===== config.mk =====
export PLATFORM = sky130hd
export DESIGN_NAME = ppm_frame_decoder_flat
export DESIGN_NICKNAME = d
export VERILOG_FILES = /design/src/hw/rtl/ppmd_pkg.sv /design/src/hw/rtl/ppmd_if.sv /design/src/hw/rtl/ppmd_ram.sv /design/src/hw/rtl/ppmd_edge.sv /design/src/hw/rtl/ppmd_reader.sv /design/src/hw/rtl/ppm_frame_decoder.sv /design/src/flat_wrapper.sv
export SDC_FILE = /design/constraint.sdc
export NUM_CORES = 1
export LEC_CHECK = 0
export BUFFER_PORTS_ARGS = -buffer_cell sky130_fd_sc_hd__buf_4
export CORE_ASPECT_RATIO = 0.7
export CORE_UTILIZATION = 25
export DETAILED_ROUTE_END_ITERATION = 10
export GPL_ROUTABILITY_DRIVEN = 0
export SYNTH_ARGS = -nofsm -noshare
export SYNTH_HDL_FRONTEND = slang
export SYNTH_SLANG_ARGS = --single-unit

===== constraint.sdc =====
create_clock -name clk -period 16.3 [get_ports clk]
set_input_delay 3.26 -clock clk [delete_from_list [all_inputs] [get_ports clk]]
set_output_delay 3.26 -clock clk [all_outputs]
set_load 0.01 [all_outputs]

===== src/hw/rtl/ppmd_pkg.sv =====
// ----------------------------------------------------------------------------
// ppmd_pkg
// Shared types and constants of the PPM frame decoder: field widths, register
// indexes, register reset values and the width-memory write command.
// ----------------------------------------------------------------------------
package ppmd_pkg;

	localparam int TIME_W     = 32;
	localparam int GAP_W      = 16;
	localparam int FRAME_GAP_W = 15;
	localparam int PULSE_W    = 12;
	localparam int CH_IDX_W   = 4;
	localparam int CFG_IDX_W  = 2;
	localparam int CFG_DATA_W = 15;

	typedef enum logic [CFG_IDX_W-1:0] {
		REG_FRAME_GAP = 2'd0,
		REG_PULSE_MIN = 2'd1,
		REG_PULSE_MAX = 2'd2
	} reg_idx_t;

	localparam logic [FRAME_GAP_W-1:0] FRAME_GAP_RST = 15'd2500;
	localparam logic [PULSE_W-1:0]     PULSE_MIN_RST = 12'd800;
	localparam logic [PULSE_W-1:0]     PULSE_MAX_RST = 12'd2200;

	typedef struct packed {
		logic [FRAME_GAP_W-1:0] frame_gap_us;
		logic [PULSE_W-1:0]     pulse_min_us;
		logic [PULSE_W-1:0]     pulse_max_us;
	} cfg_t;

	typedef struct packed {
		logic                en;
		logic [CH_IDX_W-1:0] addr;
		logic [PULSE_W-1:0]  data;
	} wr_cmd_t;

endpackage


===== src/hw/rtl/ppmd_if.sv =====
// ----------------------------------------------------------------------------
// ppmd_in_if / ppmd_out_if
// Valid/ready channels of the PPM frame decoder: edge and read items in,
// per-channel width results out.
// ----------------------------------------------------------------------------
interface ppmd_in_if;
	logic        valid;
	logic        ready;
	logic        mode;
	logic [31:0] edge_time_us;

	modport source (output valid, output mode, output edge_time_us, input ready);
	modport sink   (input valid, input mode, input edge_time_us, output ready);
endinterface

interface ppmd_out_if;
	logic        valid;
	logic        ready;
	logic [3:0]  channel_index;
	logic [11:0] channel_width_us;
	logic        fresh_flag;
	logic        last_of_run;

	modport source (output valid, output channel_index, output channel_width_us,
		output fresh_flag, output last_of_run, input ready);
	modport sink   (input valid, input channel_index, input channel_width_us,
		input fresh_flag, input last_of_run, output ready);
endinterface


===== src/hw/rtl/ppmd_ram.sv =====
// ----------------------------------------------------------------------------
// ppmd_ram
// Generic single-clock RAM: one write port, one read port, registered read.
// ----------------------------------------------------------------------------
module ppmd_ram #(
	parameter int WIDTH = 12,
	parameter int DEPTH = 8
) (
	input  logic                                   clk,
	input  logic                                   we,
	input  logic [(DEPTH > 1 ? $clog2(DEPTH) : 1)-1:0] waddr,
	input  logic [WIDTH-1:0]                       wdata,
	input  logic                                   re,
	input  logic [(DEPTH > 1 ? $clog2(DEPTH) : 1)-1:0] raddr,
	output logic [WIDTH-1:0]                       rdata
);

	logic [WIDTH-1:0] mem [DEPTH];

	always_ff @(posedge clk) begin
		if (we) begin
			mem[waddr] <= wdata;
		end
		if (re) begin
			rdata <= mem[raddr];
		end
	end

endmodule


===== src/hw/rtl/ppmd_edge.sv =====
// ----------------------------------------------------------------------------
// ppmd_edge
// Edge timing: gap since the previous edge, frame sync, channel position,
// frame-good and fresh flags, and width-memory writes with entry valid bits.
// ----------------------------------------------------------------------------
module ppmd_edge import ppmd_pkg::*; #(
	parameter int CHANNELS = 8
) (
	input  logic                clk,
	input  logic                arst_n,
	input  cfg_t                cfg,
	input  logic                edge_acc,
	input  logic [TIME_W-1:0]   edge_time_us,
	input  logic                clear_fresh,
	output wr_cmd_t             wr,
	output logic                fresh,
	output logic [CHANNELS-1:0] entry_valid
);

	localparam int IDX_W = CHANNELS > 1 ? $clog2(CHANNELS) : 1;
	localparam int POS_W = $clog2(CHANNELS + 1);

	logic [GAP_W-1:0]  prev_q;
	logic [POS_W-1:0]  pos_q;
	logic              good_q;
	logic              fresh_q;
	logic [CHANNELS-1:0] valid_q;

	logic signed [GAP_W-1:0] gap;
	logic                    is_sync;
	logic                    has_room;
	logic                    in_range;

	// only the low bits of the time difference matter
	assign gap      = $signed(edge_time_us[GAP_W-1:0] - prev_q);
	assign is_sync  = gap > $signed({1'b0, cfg.frame_gap_us});
	assign has_room = pos_q < POS_W'(CHANNELS);
	assign in_range = (gap >= $signed({4'b0, cfg.pulse_min_us}))
		&& (gap <= $signed({4'b0, cfg.pulse_max_us}));

	always_comb begin
		wr.en   = edge_acc && !is_sync && has_room && in_range;
		wr.addr = CH_IDX_W'(pos_q[IDX_W-1:0]);
		wr.data = gap[PULSE_W-1:0];
	end

	always_ff @(posedge clk or negedge arst_n) begin
		if (!arst_n) begin
			prev_q  <= '0;
			pos_q   <= '0;
			good_q  <= 1'b0;
			fresh_q <= 1'b0;
			valid_q <= '0;
		end else begin
			if (clear_fresh) begin
				fresh_q <= 1'b0;
			end
			if (edge_acc) begin
				prev_q <= edge_time_us[GAP_W-1:0];
				if (is_sync) begin
					fresh_q <= good_q;
					good_q  <= 1'b1;
					pos_q   <= '0;
				end else if (has_room) begin
					if (in_range) begin
						valid_q[pos_q[IDX_W-1:0]] <= 1'b1;
					end else begin
						good_q <= 1'b0;
					end
					pos_q <= pos_q + POS_W'(1);
				end
			end
		end
	end

	assign fresh       = fresh_q;
	assign entry_valid = valid_q;

endmodule


===== src/hw/rtl/ppmd_reader.sv =====
// ----------------------------------------------------------------------------
// ppmd_reader
// Read sweep: walks the width memory one channel at a time and drives the
// result channel through an output register.
// ----------------------------------------------------------------------------
module ppmd_reader import ppmd_pkg::*; #(
	parameter int CHANNELS = 8
) (
	input  logic                clk,
	input  logic                arst_n,
	input  logic                start,
	input  logic                fresh,
	input  logic [CHANNELS-1:0] entry_valid,
	output logic                busy,
	output logic                rd_en,
	output logic [(CHANNELS > 1 ? $clog2(CHANNELS) : 1)-1:0] rd_addr,
	input  logic [PULSE_W-1:0]  rd_data,
	ppmd_out_if.source          out_ch
);

	localparam int IDX_W = CHANNELS > 1 ? $clog2(CHANNELS) : 1;

	typedef enum logic {
		RD_IDLE,
		RD_SWEEP
	} state_t;

	state_t              state_q;
	logic [IDX_W-1:0]    addr_q;
	logic                fresh_q;
	logic                pend_s1;
	logic [IDX_W-1:0]    idx_s1;
	logic                vld_s1;
	logic                last_s1;
	logic                out_valid_q;
	logic [CH_IDX_W-1:0] out_idx_q;
	logic [PULSE_W-1:0]  out_width_q;
	logic                out_fresh_q;
	logic                out_last_q;
	logic                is_last;

	// issue only when the output register is sure to be free as data lands
	assign rd_en   = (state_q == RD_SWEEP) && !pend_s1 && (!out_valid_q || out_ch.ready);
	assign rd_addr = addr_q;
	assign is_last = addr_q == IDX_W'(CHANNELS - 1);
	assign busy    = state_q == RD_SWEEP;

	always_ff @(posedge clk or negedge arst_n) begin
		if (!arst_n) begin
			state_q     <= RD_IDLE;
			addr_q      <= '0;
			fresh_q     <= 1'b0;
			pend_s1     <= 1'b0;
			idx_s1      <= '0;
			vld_s1      <= 1'b0;
			last_s1     <= 1'b0;
			out_valid_q <= 1'b0;
			out_idx_q   <= '0;
			out_width_q <= '0;
			out_fresh_q <= 1'b0;
			out_last_q  <= 1'b0;
		end else begin
			pend_s1 <= rd_en;
			case (state_q)
				RD_IDLE: begin
					if (start) begin
						state_q <= RD_SWEEP;
						addr_q  <= '0;
						fresh_q <= fresh;
					end
				end
				RD_SWEEP: begin
					if (rd_en) begin
						idx_s1  <= addr_q;
						vld_s1  <= entry_valid[addr_q];
						last_s1 <= is_last;
						if (is_last) begin
							state_q <= RD_IDLE;
						end else begin
							addr_q <= addr_q + IDX_W'(1);
						end
					end
				end
				default: state_q <= RD_IDLE;
			endcase
			if (pend_s1) begin
				out_valid_q <= 1'b1;
				out_idx_q   <= CH_IDX_W'(idx_s1);
				out_width_q <= vld_s1 ? rd_data : '0;
				out_fresh_q <= fresh_q;
				out_last_q  <= last_s1;
			end else if (out_ch.ready) begin
				out_valid_q <= 1'b0;
			end
		end
	end

	assign out_ch.valid            = out_valid_q;
	assign out_ch.channel_index    = out_idx_q;
	assign out_ch.channel_width_us = out_width_q;
	assign out_ch.fresh_flag       = out_fresh_q;
	assign out_ch.last_of_run      = out_last_q;

endmodule


===== src/hw/rtl/ppm_frame_decoder.sv =====
// ----------------------------------------------------------------------------
// ppm_frame_decoder
// Combined-PPM frame decoder driven by edge timestamps.
// ----------------------------------------------------------------------------
// An edge item (mode 0) is taken while no read is in progress: the gap to
// the previous edge is checked against the frame gap and the pulse window,
// and a valid width is written to the width memory in the same cycle. A
// read item (mode 1) emits CHANNELS results; each goes through the width
// memory's registered read before reaching the output register, and the
// next address waits until that read has landed. The next item is taken
// once the last channel address has been issued. Channels never written
// since reset report width zero. Configuration writes are taken at any time.
// ----------------------------------------------------------------------------
module ppm_frame_decoder import ppmd_pkg::*; #(
	parameter int CHANNELS = 8
) (
	input  logic                  clk,
	input  logic                  arst_n,
	input  logic                  cfg_we,
	input  logic [CFG_IDX_W-1:0]  cfg_index,
	input  logic [CFG_DATA_W-1:0] cfg_data,
	ppmd_in_if.sink               in_ch,
	ppmd_out_if.source            out_ch
);

	localparam int IDX_W = CHANNELS > 1 ? $clog2(CHANNELS) : 1;

	cfg_t                cfg_q;
	wr_cmd_t             wr;
	logic                fresh;
	logic [CHANNELS-1:0] entry_valid;
	logic                busy;
	logic                rd_en;
	logic [IDX_W-1:0]    rd_addr;
	logic [PULSE_W-1:0]  rd_data;
	logic                in_acc;
	logic                edge_acc;
	logic                read_acc;

	assign in_ch.ready = !busy;
	assign in_acc      = in_ch.valid && in_ch.ready;
	assign edge_acc    = in_acc && !in_ch.mode;
	assign read_acc    = in_acc && in_ch.mode;

	always_ff @(posedge clk or negedge arst_n) begin
		if (!arst_n) begin
			cfg_q.frame_gap_us <= FRAME_GAP_RST;
			cfg_q.pulse_min_us <= PULSE_MIN_RST;
			cfg_q.pulse_max_us <= PULSE_MAX_RST;
		end else if (cfg_we) begin
			case (cfg_index)
				REG_FRAME_GAP: cfg_q.frame_gap_us <= cfg_data[FRAME_GAP_W-1:0];
				REG_PULSE_MIN: cfg_q.pulse_min_us <= cfg_data[PULSE_W-1:0];
				REG_PULSE_MAX: cfg_q.pulse_max_us <= cfg_data[PULSE_W-1:0];
				default: ; // drop writes to unknown registers
			endcase
		end
	end

	ppmd_edge #(.CHANNELS(CHANNELS)) u_edge (
		.clk          (clk),
		.arst_n       (arst_n),
		.cfg          (cfg_q),
		.edge_acc     (edge_acc),
		.edge_time_us (in_ch.edge_time_us),
		.clear_fresh  (read_acc),
		.wr           (wr),
		.fresh        (fresh),
		.entry_valid  (entry_valid)
	);

	ppmd_ram #(.WIDTH(PULSE_W), .DEPTH(CHANNELS)) u_widths (
		.clk   (clk),
		.we    (wr.en),
		.waddr (wr.addr[IDX_W-1:0]),
		.wdata (wr.data),
		.re    (rd_en),
		.raddr (rd_addr),
		.rdata (rd_data)
	);

	ppmd_reader #(.CHANNELS(CHANNELS)) u_reader (
		.clk         (clk),
		.arst_n      (arst_n),
		.start       (read_acc),
		.fresh       (fresh),
		.entry_valid (entry_valid),
		.busy        (busy),
		.rd_en       (rd_en),
		.rd_addr     (rd_addr),
		.rd_data     (rd_data),
		.out_ch      (out_ch)
	);

endmodule


===== src/flat_wrapper.sv =====
// flat-port wrapper written by rule: the top's interface ports become plain ports
module ppm_frame_decoder_flat import ppmd_pkg::*;
#(
	parameter int CHANNELS = 8
)
  (clk, arst_n, cfg_we, cfg_index, cfg_data, in_ch_valid, in_ch_mode, in_ch_edge_time_us, in_ch_ready, out_ch_valid, out_ch_channel_index, out_ch_channel_width_us, out_ch_fresh_flag, out_ch_last_of_run, out_ch_ready);
  ppmd_in_if in_ch_i ();
  ppmd_out_if out_ch_i ();
  input  logic clk;
  input  logic arst_n;
  input  logic cfg_we;
  input  logic [CFG_IDX_W-1:0] cfg_index;
  input  logic [CFG_DATA_W-1:0] cfg_data;
  input wire logic [$bits(in_ch_i.valid)-1:0] in_ch_valid;
  input wire logic [$bits(in_ch_i.mode)-1:0] in_ch_mode;
  input wire logic [$bits(in_ch_i.edge_time_us)-1:0] in_ch_edge_time_us;
  output wire logic [$bits(in_ch_i.ready)-1:0] in_ch_ready;
  output wire logic [$bits(out_ch_i.valid)-1:0] out_ch_valid;
  output wire logic [$bits(out_ch_i.channel_index)-1:0] out_ch_channel_index;
  output wire logic [$bits(out_ch_i.channel_width_us)-1:0] out_ch_channel_width_us;
  output wire logic [$bits(out_ch_i.fresh_flag)-1:0] out_ch_fresh_flag;
  output wire logic [$bits(out_ch_i.last_of_run)-1:0] out_ch_last_of_run;
  input wire logic [$bits(out_ch_i.ready)-1:0] out_ch_ready;
  assign in_ch_i.valid = in_ch_valid;
  assign in_ch_i.mode = in_ch_mode;
  assign in_ch_i.edge_time_us = in_ch_edge_time_us;
  assign in_ch_ready = in_ch_i.ready;
  assign out_ch_valid = out_ch_i.valid;
  assign out_ch_channel_index = out_ch_i.channel_index;
  assign out_ch_channel_width_us = out_ch_i.channel_width_us;
  assign out_ch_fresh_flag = out_ch_i.fresh_flag;
  assign out_ch_last_of_run = out_ch_i.last_of_run;
  assign out_ch_i.ready = out_ch_ready;
  ppm_frame_decoder #(.CHANNELS(CHANNELS)) u_core (.clk(clk), .arst_n(arst_n), .cfg_we(cfg_we), .cfg_index(cfg_index), .cfg_data(cfg_data), .in_ch(in_ch_i), .out_ch(out_ch_i));
endmodule

Yosys cells after proc, flatten, opt, wreduce, memory -nomap -nowiden
Memories as Yosys holds them, arrays and structs flattened. A register that Yosys moved wholly into a read port is not among the register bits.
Cells that the tools add are included.
{"block": "word_totals", "ff_bits": 98, "latch_bits": 0, "mem_bits_rw": 96, "rom_bits": 0, "in_bits": 55, "word_cells": 94, "mem_count": 1}
{"memory": "u_core.u_widths.mem", "words": 8, "word_bits": 12, "read_ports": 1, "rd_ports_with_merged_regs": 1, "write_ports": 1, "line_no": "ppmd_ram.sv:18", "source": "logic [WIDTH-1:0] mem [DEPTH];"}
{"block": "classes", "addsub": 3, "n_mul": 0, "div": 0, "magnitude_cmp": 7, "eq_ne": 7, "shifts": 0, "mux": 25, "bitwise_logic": 3, "reduce_logical": 28}
{"op": ">= comparator 16 x 13 -> 1 bit", "n": 1}
{"op": "greater-than comparator 16 bit", "n": 1}
{"op": "<= comparator 16 x 13 -> 1 bit", "n": 1}
{"op": "subtractor 16 bit", "n": 1}
{"op": "two-way mux 1 bit", "n": 15}
{"op": "two-way mux 12 bit", "n": 1}
{"op": "AND reduction 2 bit", "n": 6}
{"op": "logical AND 1 bit", "n": 10}
{"op": "two-way mux 3 bit", "n": 3}
{"op": "< comparator 3 x 4 -> 1 bit (second input constant)", "n": 2}
{"op": "two-way mux 4 bit", "n": 2}
{"op": "OR 8 bit", "n": 1}
{"op": "!= test 2 bit (second input constant)", "n": 3}
{"op": "one-hot mux 3 bit (2 select lines)", "n": 1}
{"op": "AND reduction 3 bit", "n": 2}
{"op": "zero test 1 bit", "n": 5}
{"op": "adder 4 x 1 -> 4 bit (second input constant)", "n": 1}
{"op": "< comparator 4 bit (second input constant)", "n": 1}
{"op": "AND reduction 4 bit", "n": 1}
{"op": "nonzero test 2 bit", "n": 2}
{"op": "adder 3 x 1 -> 3 bit (second input constant)", "n": 1}
{"op": "binary-select mux 1 bit (select 3 bit)", "n": 1}
{"op": "demux 1 bit (select 3 bit)", "n": 1}
{"op": "equality test 3 bit (second input constant)", "n": 1}
{"op": "8 further kinds", "n": 9}

Depth between registers and ports, before layout
{"block": "logic_depth", "word_depth": 8, "ltp_mapped": 19, "depth_no_buf": 17}

By module
Synthesis repeated with hierarchy kept, for this count alone.
{"block": "hier_totals", "hier_cells": 716, "hier_area_um2": 9945.8}
{"module": "ppmd_ram", "n_inst": 1, "cells_per_inst": 164, "area_per_inst_um2": 4107.7}
{"module": "ppmd_edge", "n_inst": 1, "cells_per_inst": 372, "area_per_inst_um2": 3106.7}
{"module": "ppm_frame_decoder", "n_inst": 1, "cells_per_inst": 87, "area_per_inst_um2": 1511.4}
{"module": "ppmd_reader", "n_inst": 1, "cells_per_inst": 93, "area_per_inst_um2": 1219.9}

Worst setup path before layout
OpenSTA, ideal clock, no wires.
{"block": "synth_timing", "kind": "input port to flip-flop", "start": "input in_ch_edge_time_us[0]", "end": "memory u_core.u_widths.mem[1][0], enable pin", "setup_ps": 412, "arrival_time_ps": 7981, "path_slack_ps": 7906, "cell_stages": 16, "n_path_buf": 1, "path_cell_list": "inv_1 > ha_1 > inv_1 > fa_1 > a21o_1 > a221oi_4 > o21ai_0 > xor2_1 > ha_1 > nand2_1 > o21ai_0 > a32o_1 > o31a_1 > or4_1 > buf_6 > nor4_1"}
{"block": "synth_between", "elab_chain_len": 8, "elab_cells_between_ends": 11, "classes_between": "add/sub (1); order compare (3); mux (2); reduce/logical (5)"}
{"item": "start, declared", "line_no": "flat_wrapper.sv:16", "source": "input wire logic [$bits(in_ch_i.edge_time_us)-1:0] in_ch_edge_time_us;"}
{"item": "subtractor 16 bit *", "line_no": "ppmd_edge.sv:35", "source": "assign gap = $signed(edge_time_us[GAP_W-1:0] - prev_q);"}
{"item": "net u_core.u_edge.gap[10]", "line_no": "ppmd_edge.sv:29", "source": "logic signed [GAP_W-1:0] gap;"}
{"item": "greater-than comparator 16 bit", "line_no": "ppmd_edge.sv:36", "source": "assign is_sync = gap > $signed({1'b0, cfg.frame_gap_us});"}
{"item": "zero test 1 bit", "line_no": "ppmd_edge.sv:42", "source": "wr.en = edge_acc && !is_sync && has_room && in_range;"}
{"item": "logical AND 1 bit (2 in a row)", "line_no": "ppmd_edge.sv:42"}
{"item": "logical AND 1 bit *", "line_no": "ppmd_edge.sv:42"}
{"item": "two-way mux 1 bit *", "line_no": "ppmd_ram.sv:21", "source": "if (we) begin"}
{"item": "two-way mux 1 bit (implied by the code) *", "line_no": "ppmd_ram.sv:22", "source": "mem[waddr] <= wdata;"}
{"item": "end, declared", "line_no": "ppmd_ram.sv:18"}
Mark *: on every way through the listed nets, which the timed path passes. The rest lies on a longest branch.

Final worst setup path
{"block": "layout_timing", "start": "input in_ch_edge_time_us[0]", "end": "memory u_core.u_widths.mem[2][6], enable pin"}
The elaborated chain is that of the path after synthesis.

==> results by group <==
Logic synthesis
  • Syn_nets: around 860
  • Cells after synthesis: approximately 750
  • Post-synth EDFFs: between 100 and 150
  • Post-synthesis cell area: just under 10000 um2
  • Synth async-reset ratio: a little under half
  • YS warnings: 0
  • Seq/Total Area, Yosys: 58.7%
  • Post-synth cell types: approximately 60
  • Synth Flop Type: edfxtp_1
  • Yosys reg bits: about 210
  • Avg Inst Size Synth: roughly 13 um2

Worst setup path
  • Critical path type: in2reg
  • Worst EP arrival: between 8 and 9 ns
  • CP required: between 15 and 20 ns
  • Crit-path max FO: 16
  • Critical-path cell list: buf_4, inv_1, ha_1, inv_1, fa_1, a21o_1, a221oi_4, o21ai_0, xor2_1, ha_1, nand4_1, nor2_1, a32o_1, o31a_1, or4_1, nor4_4
  • CP max-delay cell: nor4_4
  • Critical path endpoint category: flip-flop
  • Crit path buf inv count: 3
  • Cell family with most CP delay: simple AND/OR/NAND/NOR gates
  • Startpoint type of the worst setup path: input port
  • Highest cell delay on the worst timing path: 1.00 ns

Finish
  • Area occupied by multi-input gates: 3650 um2
  • Layout cell share with drive strength beyond 1: roughly a quarter
  • P&R area growth vs syn: 17.9%
  • Diodes inserted: 0
  • Cell area after layout: ~11000 um2
  • Sequential standard cell area: around 5700 um2
  • Fill cell count: around 3900
  • Most frequent cells in the layout: edfxtp_1 (108), dfrtp_1 (85), inv_1 (75), buf_4 (69), nand2_1 (61)
  • Most common cell after layout, fill and taps aside: edfxtp_1
  • Nets: 919

Power
  • P_sw: ~0.00085 W
  • Max rail drop VDD: approximately 0.000098 V
  • Flop pwr share: a little under two fifths
  • Power Internal: about 0.0014 W
  • PD cells: roughly 200 nW/um2
  • Leak pwr: around 4.6 nW
  • Switch share: 37.8%
  • Combinational share of power: around two fifths
  • Clock Power Share: 21.0%

Detailed routing
  • Avg WL per Cell: 15.9 um
  • Drt first pass iters: 4
  • Initial drt markers: 356
  • Post-route DRC: 0
  • Via count: 5848
  • Final wirelength: around 21000 um
  • Post-DRT Antenna Nets: 0
  • Routed vias/inst: 4.34

Clock tree
  • CTS H-tree lvls: 1
  • # hold bufs at CTS: 0
  • CTS tree: built
  • Postcts setup bufs: 0
  • Root Driver: clkbuf_16
  • CTS Buf Count: 20
  • Max clock buf depth: 3
  • # resized after CTS: 0
  • Clock tree sinks: approximately 200
  • Insertion delay to the later sink of the worst-skew pair: ~0.5 ns
  • Clk slew on worst S/H paths: approximately 0.060 ns

Run
  • Max-capacitance violation count: 0

Global routing
  • Global Route Usage Sum: between 10 and 15%
  • Largest net degree at the start of global routing: 67
  • Vias in the first global route: roughly 5900
  • Initial antenna violation count: 0
  • Total congestion overflow: 0
  • First-pass GRT wire length: roughly 34000 um

Run status
  • Outcome: finished, final reports clean

Timing
  • Final setup viols: 0
  • Final period util: 53.6%
  • Worst slew pin tran: 1.15 ns
  • Fmax: approximately 0.11 GHz
  • Hold slack: 0.472 ns
  • Min Tclk post-route: around 8.7 ns
  • Setup TNS: 0 ns
  • RSZ-0062 raised after global routing: no
  • Slew Limit Fails: 0
  • Hold Fails Final Rpt: 0
  • Max-slew headroom: 22.9%
  • Clock Skews: around 0.0091 ns

Die
  • Initial core utilization: 25.4%
  • Die Footprint: between 30000 and 40000 um2
  • Die H: ~170 um
  • I/O pin count: 75
  • FP Rows: 60
  • Die W: about 240 um
  • CORE AREA: between 30000 and 40000 um2

Placed design
  • Port buffer count: 57
  • Placed cell area: 10800 um2
  • HPWL after DPL: 15100 um

Min path
  • Worst min-delay path category: reg2reg
==> cell type report <==
class                           count  share of cell area (%)
Clock buffer                       24                    4.68
Clock inverter                     12                    1.05
Sequential cell                   206                    49.8
Tap cell                          527                    5.75
Multi-Input combinational cell    434                    31.8
Inverter                           75                    2.45
Timing Repair Buffer               69                    4.51
==> power groups by stage <==
stage,combinational (W),sequential (W),clock (W)
6_report,0.000942,0.000831,0.000471
5_1_grt,0.00106,0.000849,0.000507
4_1_cts,0.000945,0.000834,0.000484
3_5_place_dp,0.000940,0.000845,0
3_3_place_gp,0.000912,0.000840,0
2_1_floorplan,0.000672,0.000788,0
==> final timing paths <==
| path | slack [ns] | depth (start not counted) | start | to |
|---|---|---|---|---|
| min in group asynchronous | 2.69 | 1 | arst_n | u_core.u_reader.out_ch.channel_width_us[7] |
| max in group asynchronous | 12.36 | 2 | arst_n | u_core.cfg_q[15] |
| worst max register to register | 10.16 | 14 | u_core.u_edge.prev_q[0] | u_core.u_widths.mem[2][6] |
| worst max-delay path | 7.56 | 16 | in_ch_edge_time_us[0] | u_core.u_widths.mem[2][6] |
| worst min register to register | 0.47 | 2 | u_core.u_edge.entry_valid[1] | u_core.u_edge.entry_valid[1] |
| worst min-delay path | 0.47 | 2 | u_core.u_edge.entry_valid[1] | u_core.u_edge.entry_valid[1] |
==> sequential cells by signal, indices dropped and copies added, names as in the netlist, 3 cells and up <==
| name | flops |
|---|---|
| u_core.u_reader.out_ch.channel_width_us | 12 |
| u_core.u_edge.entry_valid | 8 |
| u_core.u_reader.idx_s1 | 3 |
| u_core.cfg_q | 39 |
| u_core.u_reader.rd_addr | 3 |
| u_core.u_widths.rdata | 12 |
| u_core.u_widths.mem | 96 |
| u_core.u_reader.out_ch.channel_index | 3 |
| u_core.u_edge.pos_q | 4 |
| u_core.u_edge.prev_q | 16 |
==> cells in the mapped netlist, types with 4 or more instances <==
library cell / instances / area (um2)
a21o_1: 6 / 45.0
a21oi_1: 33 / 165
buf_1: 5 / 18.8
clkbuf_1: 19 / 71.3
dfrtp_1: 86 / 2150
dfstp_2: 12 / 315
edfxtp_1: 108 / 3240
ha_1: 57 / 713
inv_1: 75 / 282
mux2_2: 47 / 529
mux2i_1: 5 / 50.1
mux4_2: 26 / 586
nand2_1: 61 / 229
nand2b_1: 4 / 25.0
nand3_1: 17 / 85.1
nand4_1: 8 / 50.1
nor2_1: 16 / 60.1
nor2b_1: 5 / 31.3
nor3_1: 6 / 30.0
nor4_1: 5 / 31.3
o21a_1: 4 / 30.0
o21ai_0: 60 / 300
o21bai_1: 6 / 45.0
or3_1: 6 / 37.5
xnor2_1: 6 / 52.6
xor2_1: 5 / 43.8
==> logic make-up after synthesis <==
group,synth area share (%)
adders and majority gates,7.53
muxes,12.0
DFF,58.7
xor gates and xnor gates,0.990
and+or+nand+nor,7.34
other,0.0385
buffers and inverters,4.33
AOI/OAI and AO/OA,9.12
==> through the flow <==
step                setup WS, ns  utilization, %  cells  power [W]
floorplan                   7.91               -    746    0.00146
global placement            7.19            28.2   1311    0.00175
detailed placement          6.99            28.2   1311    0.00178
CTS                         7.52            29.9   1347    0.00226
global route                7.13            29.9   1347    0.00242
finish                      7.56            29.9   1347    0.00224
==> tightest hold or removal path: cells and delay by family (launching register included) <==
kind	cells	cell delay [ns]
compound gates	1	0.04
buf+inv	1	0.05
flops	1	0.35
==> per-layer routing <==
metal	track usage [%]	up-vias	wire [um]
li1	-	2852	-
met1	16.8	2881	11100
met2	16.3	92	8990
met3	2.29	23	951
met4	2.33	0	313
met5	0	-	0
Note: power is estimated with default switching activity, not from simulation.
